File: src/hw/rtl/tgd_pkg.sv
`default_nettype none
package tgd_pkg;

    // Swipe edge bits, shared by edge_start and edge_end.
    localparam logic [3:0] EDGE_TOP    = 4'd1;
    localparam logic [3:0] EDGE_BOTTOM = 4'd2;
    localparam logic [3:0] EDGE_LEFT   = 4'd4;
    localparam logic [3:0] EDGE_RIGHT  = 4'd8;

    // Configuration register indexes.
    localparam logic [2:0] CFG_SCREEN_WIDTH      = 3'd0;
    localparam logic [2:0] CFG_SCREEN_HEIGHT     = 3'd1;
    localparam logic [2:0] CFG_EDGE_MARGIN       = 3'd2;
    localparam logic [2:0] CFG_EDGE_EXTRAPOLATE  = 3'd3;
    localparam logic [2:0] CFG_TAP_RADIUS        = 3'd4;
    localparam logic [2:0] CFG_HOLD_TIME_MS      = 3'd5;
    localparam logic [2:0] CFG_HOLD_CLICK_ENABLE = 3'd6;
    localparam logic [2:0] CFG_CLICK_ON_RELEASE  = 3'd7;

    localparam int CFG_IDX_W  = 3;
    localparam int CFG_DATA_W = 16;

    typedef struct packed {
        logic [12:0] screen_width;
        logic [12:0] screen_height;
        logic [9:0]  edge_margin;
        logic        edge_extrapolate;
        logic [23:0] tap_radius_sq;
        logic [15:0] hold_time_ms;
        logic        hold_click_enable;
        logic        click_on_release;
    } t_cfg;

    typedef struct packed {
        logic        prev_down;
        logic        prev2_down;
        logic [12:0] prev_x;
        logic [12:0] prev_y;
        logic [12:0] start_x;
        logic [12:0] start_y;
        logic        tap_flag;
        logic        single_finger_flag;
        logic [31:0] hold_start_time;
        logic [3:0]  edge_flags;
    } t_state;

    typedef struct packed {
        logic        touch_down;
        logic [12:0] touch_x;
        logic [12:0] touch_y;
        logic        other_touch_down;
        logic [31:0] now_ms;
    } t_in_word;

    typedef struct packed {
        logic [3:0] edge_start;
        logic [3:0] edge_end;
        logic       right_click;
    } t_out_word;

endpackage
`default_nettype wire

File: src/hw/rtl/tgd_in_if.sv
`default_nettype none
interface tgd_in_if;
    logic        valid;
    logic        ready;
    logic        touch_down;
    logic [12:0] touch_x;
    logic [12:0] touch_y;
    logic        other_touch_down;
    logic [31:0] now_ms;

    modport source (
        output valid, touch_down, touch_x, touch_y, other_touch_down, now_ms,
        input  ready
    );
    modport sink (
        input  valid, touch_down, touch_x, touch_y, other_touch_down, now_ms,
        output ready
    );
endinterface
`default_nettype wire

File: src/hw/rtl/tgd_out_if.sv
`default_nettype none
interface tgd_out_if;
    logic       valid;
    logic       ready;
    logic [3:0] edge_start;
    logic [3:0] edge_end;
    logic       right_click;

    modport source (
        output valid, edge_start, edge_end, right_click,
        input  ready
    );
    modport sink (
        input  valid, edge_start, edge_end, right_click,
        output ready
    );
endinterface
`default_nettype wire

File: src/hw/rtl/touch_gesture_detector.sv
`default_nettype none
// Touch gesture detector. Each word on the input channel i_in is one touch
// frame: primary finger down, its x and y position, any other finger down,
// and a millisecond time stamp. For every input word exactly one word comes
// out on o_out: edge-swipe start bits, edge-swipe end bits at release, and
// the hold right-click flag.
// A frame is processed in the cycle it is accepted and its result sits in
// the output register in the next cycle. One word per cycle is sustained
// while the receiver takes results; the limit is the single frame step
// from the tracking registers back to themselves (two 14-bit squares and
// an add). The input stays ready while the output register is empty or is
// being taken in the same cycle. When the receiver stalls with a result
// waiting, the input drops ready and the pending result holds unchanged.
// Configuration is written through i_cfg_we / i_cfg_idx / i_cfg_data while
// the block is idle (a user rule, not enforced). The squared tap radius is
// formed at write time. Synchronous active-low reset restores the register
// defaults, clears all tracking state and empties the output register.
module touch_gesture_detector (
    input  wire                              i_clk,
    input  wire                              i_rst_n,
    tgd_in_if.sink                           i_in,
    tgd_out_if.source                        o_out,
    input  wire                              i_cfg_we,
    input  wire [tgd_pkg::CFG_IDX_W-1:0]     i_cfg_idx,
    input  wire [tgd_pkg::CFG_DATA_W-1:0]    i_cfg_data
);

    tgd_pkg::t_cfg      r_cfg;
    tgd_pkg::t_state    r_state;
    tgd_pkg::t_state    n_state;
    tgd_pkg::t_in_word  in_word;
    tgd_pkg::t_out_word n_out;
    tgd_pkg::t_out_word r_out;
    logic               r_out_valid;
    logic               in_accept;
    logic [23:0]        radius_sq;

    assign i_in.ready = !r_out_valid || o_out.ready;
    assign in_accept  = i_in.valid && i_in.ready;

    assign in_word.touch_down       = i_in.touch_down;
    assign in_word.touch_x          = i_in.touch_x;
    assign in_word.touch_y          = i_in.touch_y;
    assign in_word.other_touch_down = i_in.other_touch_down;
    assign in_word.now_ms           = i_in.now_ms;

    tgd_step u_step (
        .i_cfg    (r_cfg),
        .i_state  (r_state),
        .i_word   (in_word),
        .o_state  (n_state),
        .o_result (n_out)
    );

    // Squared tap radius, so the frame path compares against a register.
    assign radius_sq = {12'd0, i_cfg_data[11:0]} * {12'd0, i_cfg_data[11:0]};

    always_ff @(posedge i_clk) begin
        if (!i_rst_n) begin
            r_cfg.screen_width      <= 13'd1920;
            r_cfg.screen_height     <= 13'd1080;
            r_cfg.edge_margin       <= 10'd1;
            r_cfg.edge_extrapolate  <= 1'b1;
            r_cfg.tap_radius_sq     <= 24'd900;
            r_cfg.hold_time_ms      <= 16'd1000;
            r_cfg.hold_click_enable <= 1'b1;
            r_cfg.click_on_release  <= 1'b1;
        end else if (i_cfg_we) begin
            unique case (i_cfg_idx)
                tgd_pkg::CFG_SCREEN_WIDTH:      r_cfg.screen_width      <= i_cfg_data[12:0];
                tgd_pkg::CFG_SCREEN_HEIGHT:     r_cfg.screen_height     <= i_cfg_data[12:0];
                tgd_pkg::CFG_EDGE_MARGIN:       r_cfg.edge_margin       <= i_cfg_data[9:0];
                tgd_pkg::CFG_EDGE_EXTRAPOLATE:  r_cfg.edge_extrapolate  <= i_cfg_data[0];
                tgd_pkg::CFG_TAP_RADIUS:        r_cfg.tap_radius_sq     <= radius_sq;
                tgd_pkg::CFG_HOLD_TIME_MS:      r_cfg.hold_time_ms      <= i_cfg_data;
                tgd_pkg::CFG_HOLD_CLICK_ENABLE: r_cfg.hold_click_enable <= i_cfg_data[0];
                tgd_pkg::CFG_CLICK_ON_RELEASE:  r_cfg.click_on_release  <= i_cfg_data[0];
                default: begin
                end
            endcase
        end
    end

    always_ff @(posedge i_clk) begin
        if (!i_rst_n) begin
            r_state     <= '0;
            r_out_valid <= 1'b0;
        end else if (in_accept) begin
            r_state     <= n_state;
            r_out_valid <= 1'b1;
        end else if (o_out.ready) begin
            r_out_valid <= 1'b0;
        end
    end

    // Result payload needs no reset; it is qualified by r_out_valid.
    always_ff @(posedge i_clk) begin
        if (in_accept) begin
            r_out <= n_out;
        end
    end

    assign o_out.valid       = r_out_valid;
    assign o_out.edge_start  = r_out.edge_start;
    assign o_out.edge_end    = r_out.edge_end;
    assign o_out.right_click = r_out.right_click;

endmodule
`default_nettype wire

File: src/hw/rtl/tgd_step.sv
`default_nettype none
// Next-state and result logic for one frame.
module tgd_step (
    input  tgd_pkg::t_cfg      i_cfg,
    input  tgd_pkg::t_state    i_state,
    input  tgd_pkg::t_in_word  i_word,
    output tgd_pkg::t_state    o_state,
    output tgd_pkg::t_out_word o_result
);

    logic               touch_start;
    logic [12:0]        sx_eff;
    logic [12:0]        sy_eff;
    logic               sff_eff;
    logic               tap_eff;
    logic [31:0]        hst_eff;
    logic signed [13:0] dx;
    logic signed [13:0] dy;
    logic signed [27:0] dx_sq;
    logic signed [27:0] dy_sq;
    logic [26:0]        dist_sq;
    logic               tap_next;
    logic               eval_start;
    logic [13:0]        mdx_raw;
    logic [13:0]        mdy_raw;
    logic [13:0]        mdx;
    logic [13:0]        mdy;
    logic               vert;
    logic               horiz;
    logic [15:0]        ex;
    logic [15:0]        ey;
    logic [15:0]        margin;
    logic [15:0]        thr_x;
    logic [15:0]        thr_y;
    logic [3:0]         flags;
    logic [3:0]         flags_next;
    logic               sff_after_other;
    logic               click_phase;
    logic [31:0]        elapsed;
    logic               click;

    always_comb begin
        touch_start = i_word.touch_down && !i_state.prev_down;
        sx_eff  = touch_start ? i_word.touch_x : i_state.start_x;
        sy_eff  = touch_start ? i_word.touch_y : i_state.start_y;
        sff_eff = touch_start ? 1'b1 : i_state.single_finger_flag;
        tap_eff = touch_start ? 1'b1 : i_state.tap_flag;
        hst_eff = (touch_start && i_cfg.hold_click_enable) ? i_word.now_ms
                                                           : i_state.hold_start_time;

        // Tap test against the squared radius.
        dx = $signed({1'b0, i_word.touch_x}) - $signed({1'b0, sx_eff});
        dy = $signed({1'b0, i_word.touch_y}) - $signed({1'b0, sy_eff});
        dx_sq = dx * dx;
        dy_sq = dy * dy;
        dist_sq = {1'b0, dx_sq[25:0]} + {1'b0, dy_sq[25:0]};
        tap_next = tap_eff && !(i_word.touch_down && (dist_sq >= {3'b0, i_cfg.tap_radius_sq}));

        // Edge start: first frame, or second frame when extrapolating back.
        eval_start = i_word.touch_down && sff_eff &&
                     (i_cfg.edge_extrapolate ? (i_state.prev_down && !i_state.prev2_down)
                                             : !i_state.prev_down);
        mdx_raw = {1'b0, i_word.touch_x} - {1'b0, i_state.prev_x};
        mdy_raw = {1'b0, i_word.touch_y} - {1'b0, i_state.prev_y};
        mdx = mdx_raw[13] ? (14'd0 - mdx_raw) : mdx_raw;
        mdy = mdy_raw[13] ? (14'd0 - mdy_raw) : mdy_raw;
        if (i_cfg.edge_extrapolate) begin
            ex    = {2'b0, i_state.prev_x, 1'b0} - {3'b0, i_word.touch_x};
            ey    = {2'b0, i_state.prev_y, 1'b0} - {3'b0, i_word.touch_y};
            vert  = mdy >= mdx;
            horiz = mdy <= mdx;
        end else begin
            ex    = {3'b0, i_word.touch_x};
            ey    = {3'b0, i_word.touch_y};
            vert  = 1'b1;
            horiz = 1'b1;
        end
        margin = {6'b0, i_cfg.edge_margin};
        thr_x  = {3'b0, i_cfg.screen_width}  - 16'd1 - margin;
        thr_y  = {3'b0, i_cfg.screen_height} - 16'd1 - margin;
        flags = 4'd0;
        if (vert && ($signed(ey) <= $signed(margin))) begin
            flags = flags | tgd_pkg::EDGE_TOP;
        end
        if (vert && ($signed(ey) >= $signed(thr_y))) begin
            flags = flags | tgd_pkg::EDGE_BOTTOM;
        end
        if (horiz && ($signed(ex) <= $signed(margin))) begin
            flags = flags | tgd_pkg::EDGE_LEFT;
        end
        if (horiz && ($signed(ex) >= $signed(thr_x))) begin
            flags = flags | tgd_pkg::EDGE_RIGHT;
        end
        flags_next = eval_start ? flags : i_state.edge_flags;

        sff_after_other = sff_eff && !(i_word.touch_down && i_word.other_touch_down);

        // Hold click, either at release or while still held.
        click_phase = i_cfg.click_on_release ? !i_word.touch_down : i_word.touch_down;
        elapsed = i_word.now_ms - hst_eff;
        click = i_cfg.hold_click_enable && click_phase && i_state.prev_down &&
                sff_after_other && tap_next && (elapsed > {16'b0, i_cfg.hold_time_ms});

        o_state.prev_down          = i_word.touch_down;
        o_state.prev2_down         = i_state.prev_down;
        o_state.prev_x             = i_word.touch_x;
        o_state.prev_y             = i_word.touch_y;
        o_state.start_x            = sx_eff;
        o_state.start_y            = sy_eff;
        o_state.tap_flag           = tap_next;
        o_state.single_finger_flag = sff_after_other && !click;
        o_state.hold_start_time    = hst_eff;
        o_state.edge_flags         = flags_next;

        o_result.edge_start  = eval_start ? flags : 4'd0;
        o_result.edge_end    = (!i_word.touch_down && i_state.prev_down &&
                                i_state.single_finger_flag) ? i_state.edge_flags : 4'd0;
        o_result.right_click = click;
    end

endmodule
`default_nettype wire
File: src/flat_wrapper.sv
// flat-port wrapper written by rule: the top's interface ports become plain ports
module touch_gesture_detector_flat 
  (i_clk, i_rst_n, i_cfg_we, i_cfg_idx, i_cfg_data, i_in_valid, i_in_touch_down, i_in_touch_x, i_in_touch_y, i_in_other_touch_down, i_in_now_ms, i_in_ready, o_out_valid, o_out_edge_start, o_out_edge_end, o_out_right_click, o_out_ready);
  tgd_in_if i_in_i ();
  tgd_out_if o_out_i ();
  input  wire i_clk;
  input  wire i_rst_n;
  input  wire i_cfg_we;
  input  wire [tgd_pkg::CFG_IDX_W-1:0] i_cfg_idx;
  input  wire [tgd_pkg::CFG_DATA_W-1:0] i_cfg_data;
  input wire logic [$bits(i_in_i.valid)-1:0] i_in_valid;
  input wire logic [$bits(i_in_i.touch_down)-1:0] i_in_touch_down;
  input wire logic [$bits(i_in_i.touch_x)-1:0] i_in_touch_x;
  input wire logic [$bits(i_in_i.touch_y)-1:0] i_in_touch_y;
  input wire logic [$bits(i_in_i.other_touch_down)-1:0] i_in_other_touch_down;
  input wire logic [$bits(i_in_i.now_ms)-1:0] i_in_now_ms;
  output wire logic [$bits(i_in_i.ready)-1:0] i_in_ready;
  output wire logic [$bits(o_out_i.valid)-1:0] o_out_valid;
  output wire logic [$bits(o_out_i.edge_start)-1:0] o_out_edge_start;
  output wire logic [$bits(o_out_i.edge_end)-1:0] o_out_edge_end;
  output wire logic [$bits(o_out_i.right_click)-1:0] o_out_right_click;
  input wire logic [$bits(o_out_i.ready)-1:0] o_out_ready;
  assign i_in_i.valid = i_in_valid;
  assign i_in_i.touch_down = i_in_touch_down;
  assign i_in_i.touch_x = i_in_touch_x;
  assign i_in_i.touch_y = i_in_touch_y;
  assign i_in_i.other_touch_down = i_in_other_touch_down;
  assign i_in_i.now_ms = i_in_now_ms;
  assign i_in_ready = i_in_i.ready;
  assign o_out_valid = o_out_i.valid;
  assign o_out_edge_start = o_out_i.edge_start;
  assign o_out_edge_end = o_out_i.edge_end;
  assign o_out_right_click = o_out_i.right_click;
  assign o_out_i.ready = o_out_ready;
  touch_gesture_detector u_core (.i_clk(i_clk), .i_rst_n(i_rst_n), .i_in(i_in_i), .o_out(o_out_i), .i_cfg_we(i_cfg_we), .i_cfg_idx(i_cfg_idx), .i_cfg_data(i_cfg_data));
endmodule
File: config.mk
export PLATFORM = sky130hd
export DESIGN_NAME = touch_gesture_detector_flat
export DESIGN_NICKNAME = d
export VERILOG_FILES = /design/src/hw/rtl/tgd_pkg.sv /design/src/hw/rtl/tgd_in_if.sv /design/src/hw/rtl/tgd_out_if.sv /design/src/hw/rtl/touch_gesture_detector.sv /design/src/hw/rtl/tgd_step.sv /design/src/flat_wrapper.sv
export SDC_FILE = /design/constraint.sdc
export NUM_CORES = 2
export LEC_CHECK = 0
export ABC_CLOCK_PERIOD_IN_PS = 23600
export BUFFER_PORTS_ARGS = -buffer_cell sky130_fd_sc_hd__buf_4
export CORE_MARGIN = 2
export CORE_UTILIZATION = 60
export CTS_CLUSTER_DIAMETER = 50
export DETAILED_ROUTE_END_ITERATION = 10
export GPL_ROUTABILITY_DRIVEN = 1
export PLACE_DENSITY_LB_ADDON = 0.2
export SYNTH_ARGS = -nofsm -noshare
export SYNTH_HDL_FRONTEND = slang
export SYNTH_HIERARCHICAL = 1
export SYNTH_SLANG_ARGS = --single-unit
File: constraint.sdc
create_clock -name i_clk -period 23.6 [get_ports i_clk]
set_clock_uncertainty 0.2 [all_clocks]
set_input_delay 7.08 -clock i_clk [delete_from_list [all_inputs] [get_ports i_clk]]
set_output_delay 7.08 -clock i_clk [all_outputs]
set_load 0.01 [all_outputs]
Word-level counts from Yosys, hierarchy flattened
Cells that the tools add are included.
{"block": "totals", "reg_bits": 181, "input_bits": 84, "output_inout_bits": 11, "wordCells": 114}
{"block": "classes", "addsub": 14, "multipliers": 3, "order_cmp": 8, "eq_ne": 7, "mux": 19, "n_reduce_logical": 41}
{"cell": "$sub 13x13->14", "count": 4}
{"cell": "$mul 14x14->26", "count": 2}
{"cell": "$ge 16x15->1", "count": 2}
{"cell": "$gt 32x16->1", "count": 1}
{"cell": "$le 16x11->1", "count": 2}
{"cell": "$mux 16", "count": 2}
{"cell": "$mux 32", "count": 1}
{"cell": "$sub 32x32->32", "count": 1}
{"cell": "$sub 14x11->15", "count": 2}
{"cell": "$sub 14x13->15", "count": 2}
{"cell": "$mux 14", "count": 2}
{"cell": "$sub 1x14->14 const A", "count": 2}
{"cell": "$sub 13x1->14 const B", "count": 2}
{"cell": "$add 26x26->27", "count": 1}
{"cell": "$ge 27x24->1", "count": 1}
{"cell": "$mux 13", "count": 2}
{"cell": "$mul 12x12->24", "count": 1}
{"cell": "$logic_and 1x1->1", "count": 22}
{"cell": "$reduce_and 2->1", "count": 9}
{"cell": "$ge 14x14->1", "count": 1}
{"cell": "$le 14x14->1", "count": 1}
{"cell": "$eq 3x3->1 const B", "count": 4}
{"cell": "$mux 1", "count": 9}
{"cell": "$logic_not 1->1", "count": 7}
{"cell": "8 further kinds", "count": 9}

Depth between registers and ports, before layout
{"block": "logic_depth", "depth_word": 14, "mapped_depth": 61}

Cells and area by module
Netlist, hierarchy kept.
{"module": "tgd_step", "instances": 1, "cells_each": 3049, "area_each_um2": 23948.0, "seq_area_each_um2": 0.0}
{"module": "touch_gesture_detector", "instances": 1, "cells_each": 1227, "area_each_um2": 10550.1, "seq_area_each_um2": 3693.5}

Worst setup path after synthesis
No wires, ideal clock.
{"block": "synth_path", "kind": "input -> register", "start": "input i_in_touch_down", "end": "register u_core/r_state[36] in the netlist's numbering", "setup_ns": 0.122, "arrival_ns": 18.625, "t_required_ns": 23.278, "setup_slack_ns": 4.653, "cell_stages": 55, "n_path_buf": 4, "path_cell_list": "nand2b_1 -> buf_2 -> buf_1 -> clkbuf_1 -> clkbuf_1 -> nand2_1 -> o21ai_0 -> ha_1 -> fa_1 -> nor2b_1 -> or3b_1 -> a22oi_2 -> o21ai_1 -> a211o_1 -> o211a_1 -> o31ai_2 -> a21oi_1 -> mux2i_1 -> [19 not listed] -> a21o_1 -> a21o_1 -> a2111o_1 -> a41o_1 -> a41oi_1 -> xnor2_1 -> ha_1 -> nor2b_1 -> o21ai_0 -> and3_1 -> nand3_1 -> a211o_1 -> o32ai_2 -> nand4bb_1 -> a41oi_2 -> a211oi_1 -> nand2_1 -> a21boi_0"}
{"item": "from (decl)", "line": "flat_wrapper.sv:12", "text": "input wire logic [$bits(i_in_i.touch_down)-1:0] i_in_touch_down;"}
{"item": "to (signal assigned)", "line": "touch_gesture_detector.sv:89", "text": "r_state <= n_state;"}
{"item": "to (decl)", "line": "touch_gesture_detector.sv:29", "text": "tgd_pkg::t_state r_state;"}

==> report_table.html <==
<table>
<tr><th>Metric</th><th>Value</th></tr>
<tr><th colspan="2">Status</th></tr>
<tr><td>Result of the run</td><td>finished clean</td></tr>
<tr><th colspan="2">Routing</th></tr>
<tr><td>Drc violations</td><td>0</td></tr>
<tr><td>Total via count after detailed routing</td><td>28200</td></tr>
<tr><td>Number of DRC violations after detailed-routing iteration 0</td><td>1777</td></tr>
<tr><td>Number of iterations in the first detailed-routing pass</td><td>5</td></tr>
<tr><td>Drt total wl</td><td>84500 um</td></tr>
<tr><td>Antenna Violating Nets Remaining</td><td>0</td></tr>
<tr><td>Via count normalized by instance count</td><td>5.59</td></tr>
<tr><td>Routed wire per std cell</td><td>16.8 um</td></tr>
<tr><th colspan="2">Clocking</th></tr>
<tr><td>Cts repair resizes</td><td>0</td></tr>
<tr><td>Number of buffers inserted during clock tree synthesis</td><td>17</td></tr>
<tr><td>Bufs on Longest Clock Path</td><td>2</td></tr>
<tr><td>Setup bufs post-CTS</td><td>0</td></tr>
<tr><td>Clock H-tree levels</td><td>4</td></tr>
<tr><td>Hold-fix buffer count after cts</td><td>0</td></tr>
<tr><td>CTS clk-pin slew, worst paths</td><td>0.08 ns</td></tr>
<tr><td>CTS tree</td><td>yes</td></tr>
<tr><td>Clock Latency Late Sink</td><td>0.50 ns</td></tr>
<tr><td>Clock sink count</td><td>180</td></tr>
<tr><td>Root cell of the clock tree</td><td>clkbuf_16</td></tr>
<tr><th colspan="2">Timing</th></tr>
<tr><td>Time the final worst path needs with I/O delays and setup</td><td>about 20 ns</td></tr>
<tr><td>Final Max Slew Viols</td><td>0</td></tr>
<tr><td>Transition time at the pin with the least slew margin</td><td>1.28 ns</td></tr>
<tr><td>Share of the cycle needed by the critical path after routing</td><td>86.0%</td></tr>
<tr><td>Hold slack final</td><td>0.266 ns</td></tr>
<tr><td>Worst relative slew slack</td><td>between 10 and 15%</td></tr>
<tr><td>Final number of hold-violating endpoints</td><td>0</td></tr>
<tr><td>Peak Freq</td><td>0.0493 GHz</td></tr>
<tr><td>RSZ-0062 raised after global routing</td><td>no</td></tr>
<tr><td>Setup violators final</td><td>0</td></tr>
<tr><td>Sum of negative setup slack</td><td>0 ns</td></tr>
<tr><th colspan="2">Global routing</th></tr>
<tr><td>Number of antenna violations at the first check in global routing</td><td>1</td></tr>
<tr><td>Pin count of the biggest net entering global routing</td><td>111</td></tr>
<tr><td>Wire length of the first global-routing pass</td><td>approximately 140000 um</td></tr>
<tr><td>Number of global-route vias before repair</td><td>around 28000</td></tr>
<tr><td>GRT Resource Usage Total</td><td>29.5%</td></tr>
<tr><td>GRT Residual Overflow</td><td>0</td></tr>
<tr><th colspan="2">Logic synthesis</th></tr>
<tr><td>Register bit total from synthesis</td><td>180</td></tr>
<tr><td>Proportion of register bits with asynchronous set or reset after synthesis</td><td>0%</td></tr>
<tr><td>Biggest area contributors in the synthesized netlist</td><td>fa_1 (24%), ha_1 (15%), dfxtp_1 (9.9%), inv_1 (8.1%), nand2_1 (6.7%)</td></tr>
<tr><td>Post-synthesis sequential area ratio</td><td>10.7%</td></tr>
<tr><td>Syn. warnings</td><td>6</td></tr>
<tr><td>Number of flops mapped to enable cells by yosys</td><td>9</td></tr>
<tr><td>Area of the mapped netlist</td><td>34500 sq um</td></tr>
<tr><td>Per-instance average area after synthesis</td><td>around 8 sq um</td></tr>
<tr><td>Fraction of post-synthesis cell area in the top cell type by area</td><td>24.4%</td></tr>
<tr><td>Dominant synthesized flop cell</td><td>dfxtp_1</td></tr>
<tr><td>Gate Count Post-Synth</td><td>4276</td></tr>
<tr><td>Largest area contributor in the netlist</td><td>fa_1</td></tr>
<tr><td>Synth unique cells</td><td>98</td></tr>
<tr><th colspan="2">Die</th></tr>
<tr><td>Height of the chip</td><td>244 um</td></tr>
<tr><td>Initial core utilization</td><td>60.9%</td></tr>
<tr><td>DIE AREA</td><td>59400 sq um</td></tr>
<tr><td>Overall die width</td><td>244 um</td></tr>
<tr><td>Num ports</td><td>95</td></tr>
<tr><td>Core region area</td><td>56600 sq um</td></tr>
<tr><td>Number of cell rows</td><td>87</td></tr>
<tr><th colspan="2">Setup path</th></tr>
<tr><td>Critical path endpoint category</td><td>register</td></tr>
<tr><td>Setup crit start kind</td><td>input pin</td></tr>
<tr><td>Classification of the worst setup path</td><td>input pin to register</td></tr>
<tr><td>Required time of the worst setup path</td><td>23.78 ns</td></tr>
<tr><td>Slowest cell on crit path</td><td>fa_1</td></tr>
<tr><td>Critical path arrival</td><td>20.47 ns</td></tr>
<tr><td>Flop-to-flop setup slack</td><td>9.72 ns</td></tr>
<tr><td>Number of cells traversed by the worst register-to-register path</td><td>48</td></tr>
<tr><td>Reg2reg end</td><td>u_core/r_state[36]$_SDFFE_PN0P_</td></tr>
<tr><td>Worst flop-to-flop path startpoint</td><td>u_core/r_state[91]$_SDFFE_PN0P_</td></tr>
<tr><td>Cell repeated most along the worst path</td><td>fa_1</td></tr>
<tr><td>Top fanout value on the critical path</td><td>21</td></tr>
<tr><td>Largest incremental delay on the critical path</td><td>0.90 ns</td></tr>
<tr><th colspan="2">Cells and area</th></tr>
<tr><td>Final-stage net count</td><td>5195</td></tr>
<tr><td>Final antenna diode count</td><td>0</td></tr>
<tr><td>Layout overhead on the synthesized area</td><td>4.99%</td></tr>
<tr><td>Most frequent cells in the layout</td><td>inv_1 (743), nand2_1 (614), ha_1 (422), fa_1 (420), nor2_1 (275)</td></tr>
<tr><td>Most common library cell in the layout ignoring fill and taps</td><td>inv_1</td></tr>
<tr><td>Fraction of layout cells with a size suffix above 1</td><td>4.53%</td></tr>
<tr><td>Filler Cells Inserted</td><td>5015</td></tr>
<tr><th colspan="2">Hold path</th></tr>
<tr><td>Count of cells along the worst hold path</td><td>2</td></tr>
<tr><td>Startpoint of the worst hold path</td><td>u_core/r_state[32]$_SDFFE_PN0P_</td></tr>
<tr><td>Hold Path Class</td><td>register to register</td></tr>
<tr><td>Destination of the worst hold path</td><td>u_core/r_state[32]$_SDFFE_PN0P_</td></tr>
<tr><th colspan="2">Flow run</th></tr>
<tr><td>Max-cap violations</td><td>0</td></tr>
<tr><th colspan="2">Place</th></tr>
<tr><td>Final GP Congestion</td><td>0.917</td></tr>
<tr><td>HPWL after detailed placement</td><td>68900 um</td></tr>
<tr><td>Total of buffers placed on input and output ports</td><td>between 90 and 100</td></tr>
</table>
==> sequential cells by signal (all words and copies together), names as in the netlist <==
name,count
u_core/r_state,92
u_core/o_out.right_click,1
u_core/o_out.edge_end,4
u_core/r_cfg,78
u_core/o_out.valid,1
u_core/o_out.edge_start,4
==> per-stage QoR <==
stage / worst slack (ns) / cells / area, sq um / util [%]
2_1_floorplan: 4.65 / 4278 / 34500 / -
3_3_place_gp: 3.32 / 5006 / 35700 / 63.0
3_5_place_dp: 3.02 / 5006 / 35700 / 63.0
4_1_cts: 3.49 / 5038 / 36200 / 64.0
5_1_grt: 2.30 / 5038 / 36200 / 64.0
6_report: 3.31 / 5038 / 36200 / 64.0
==> critical path, delay by kind of cell <==
family / cells / cell delay (ns)
adders and majority gates: 10 / 4.79
AOI/OAI and AO/OA: 18 / 4.25
and+or+nand+nor: 12 / 2.46
buffers and inverters: 7 / 1.53
xor gates and xnor gates: 2 / 0.29
==> synthesized netlist by cell type, types with 7 or more instances <==
cell type	n
a2111oi_0	7
a211o_1	11
a211oi_1	28
a21boi_0	155
a21o_1	80
a21oi_1	172
a31oi_1	18
and2_1	55
and3_1	29
buf_2	10
buf_4	30
clkbuf_1	94
clkinv_1	8
dfxtp_1	171
edfxtp_1	9
fa_1	420
ha_1	422
inv_1	744
inv_2	8
mux2i_1	44
nand2_1	616
nand2b_1	32
nand3_1	59
nand4_1	27
nor2_1	275
nor2b_1	45
nor3_1	52
nor3b_1	10
o211ai_1	25
o21a_1	26
o21ai_0	158
o21ai_1	8
o21bai_1	17
o31ai_1	14
o41ai_1	7
or3_1	19
xnor2_1	169
xor2_1	75
==> cell families (layout without fill, tap and decap cells) <==
family                   after synthesis  in the layout  share of synthesized area [%]
adder cells (fa/ha/maj)              842            842                           39.7
flip-flops                           180            180                           10.7
AND/OR/NAND/NOR                     1258           1258                           16.2
other                                  3              5                         0.0326
XOR/XNOR                             248            248                           6.40
buffers and inverters                901            905                           10.2
multiplexers                          47             47                           1.37
AO/OA/AOI/OAI                        797            797                           15.5
==> worst max path at each step <==
stage	from	to	slack [ns]	depth (start not counted)
2_1_floorplan	i_in_touch_down	u_core/r_state[36]$_SDFFE_PN0P_	4.65	55
3_3_place_gp	i_in_touch_down	u_core/r_state[36]$_SDFFE_PN0P_	3.32	49
3_5_place_dp	i_in_touch_down	u_core/r_state[36]$_SDFFE_PN0P_	3.02	49
4_1_cts	i_in_touch_down	u_core/r_state[36]$_SDFFE_PN0P_	3.49	49
5_1_grt	i_in_touch_down	u_core/r_state[36]$_SDFFE_PN0P_	2.30	50
6_report	i_in_touch_down	u_core/r_state[36]$_SDFFE_PN0P_	3.31	49
==> per-layer routing <==
layer | global-route usage, % | vias to the layer above | part of all wire, %
met3 | 3.97 | 136 | 5.8
li1 | - | 13800 | -
met1 | 39.8 | 13500 | 45
met2 | 49.1 | 719 | 46
met5 | 0 | - | 0
met4 | 9.02 | 0 | 2.8
==> area by class of cell <==
class | instances | area (sq um) | share of cell area (%)
multi-input combinational | 3197 | 27300 | 75.4
sequential | 180 | 3690 | 10.2
inverter | 760 | 2850 | 7.88
tap | 756 | 946 | 2.61
timing repair buffer | 113 | 848 | 2.34
clock buffer | 19 | 453 | 1.25
clock inverter | 13 | 110 | 0.304
Power is not shown: default switching activity piles up to over one toggle a cycle in this logic, so the estimate is an artifact.
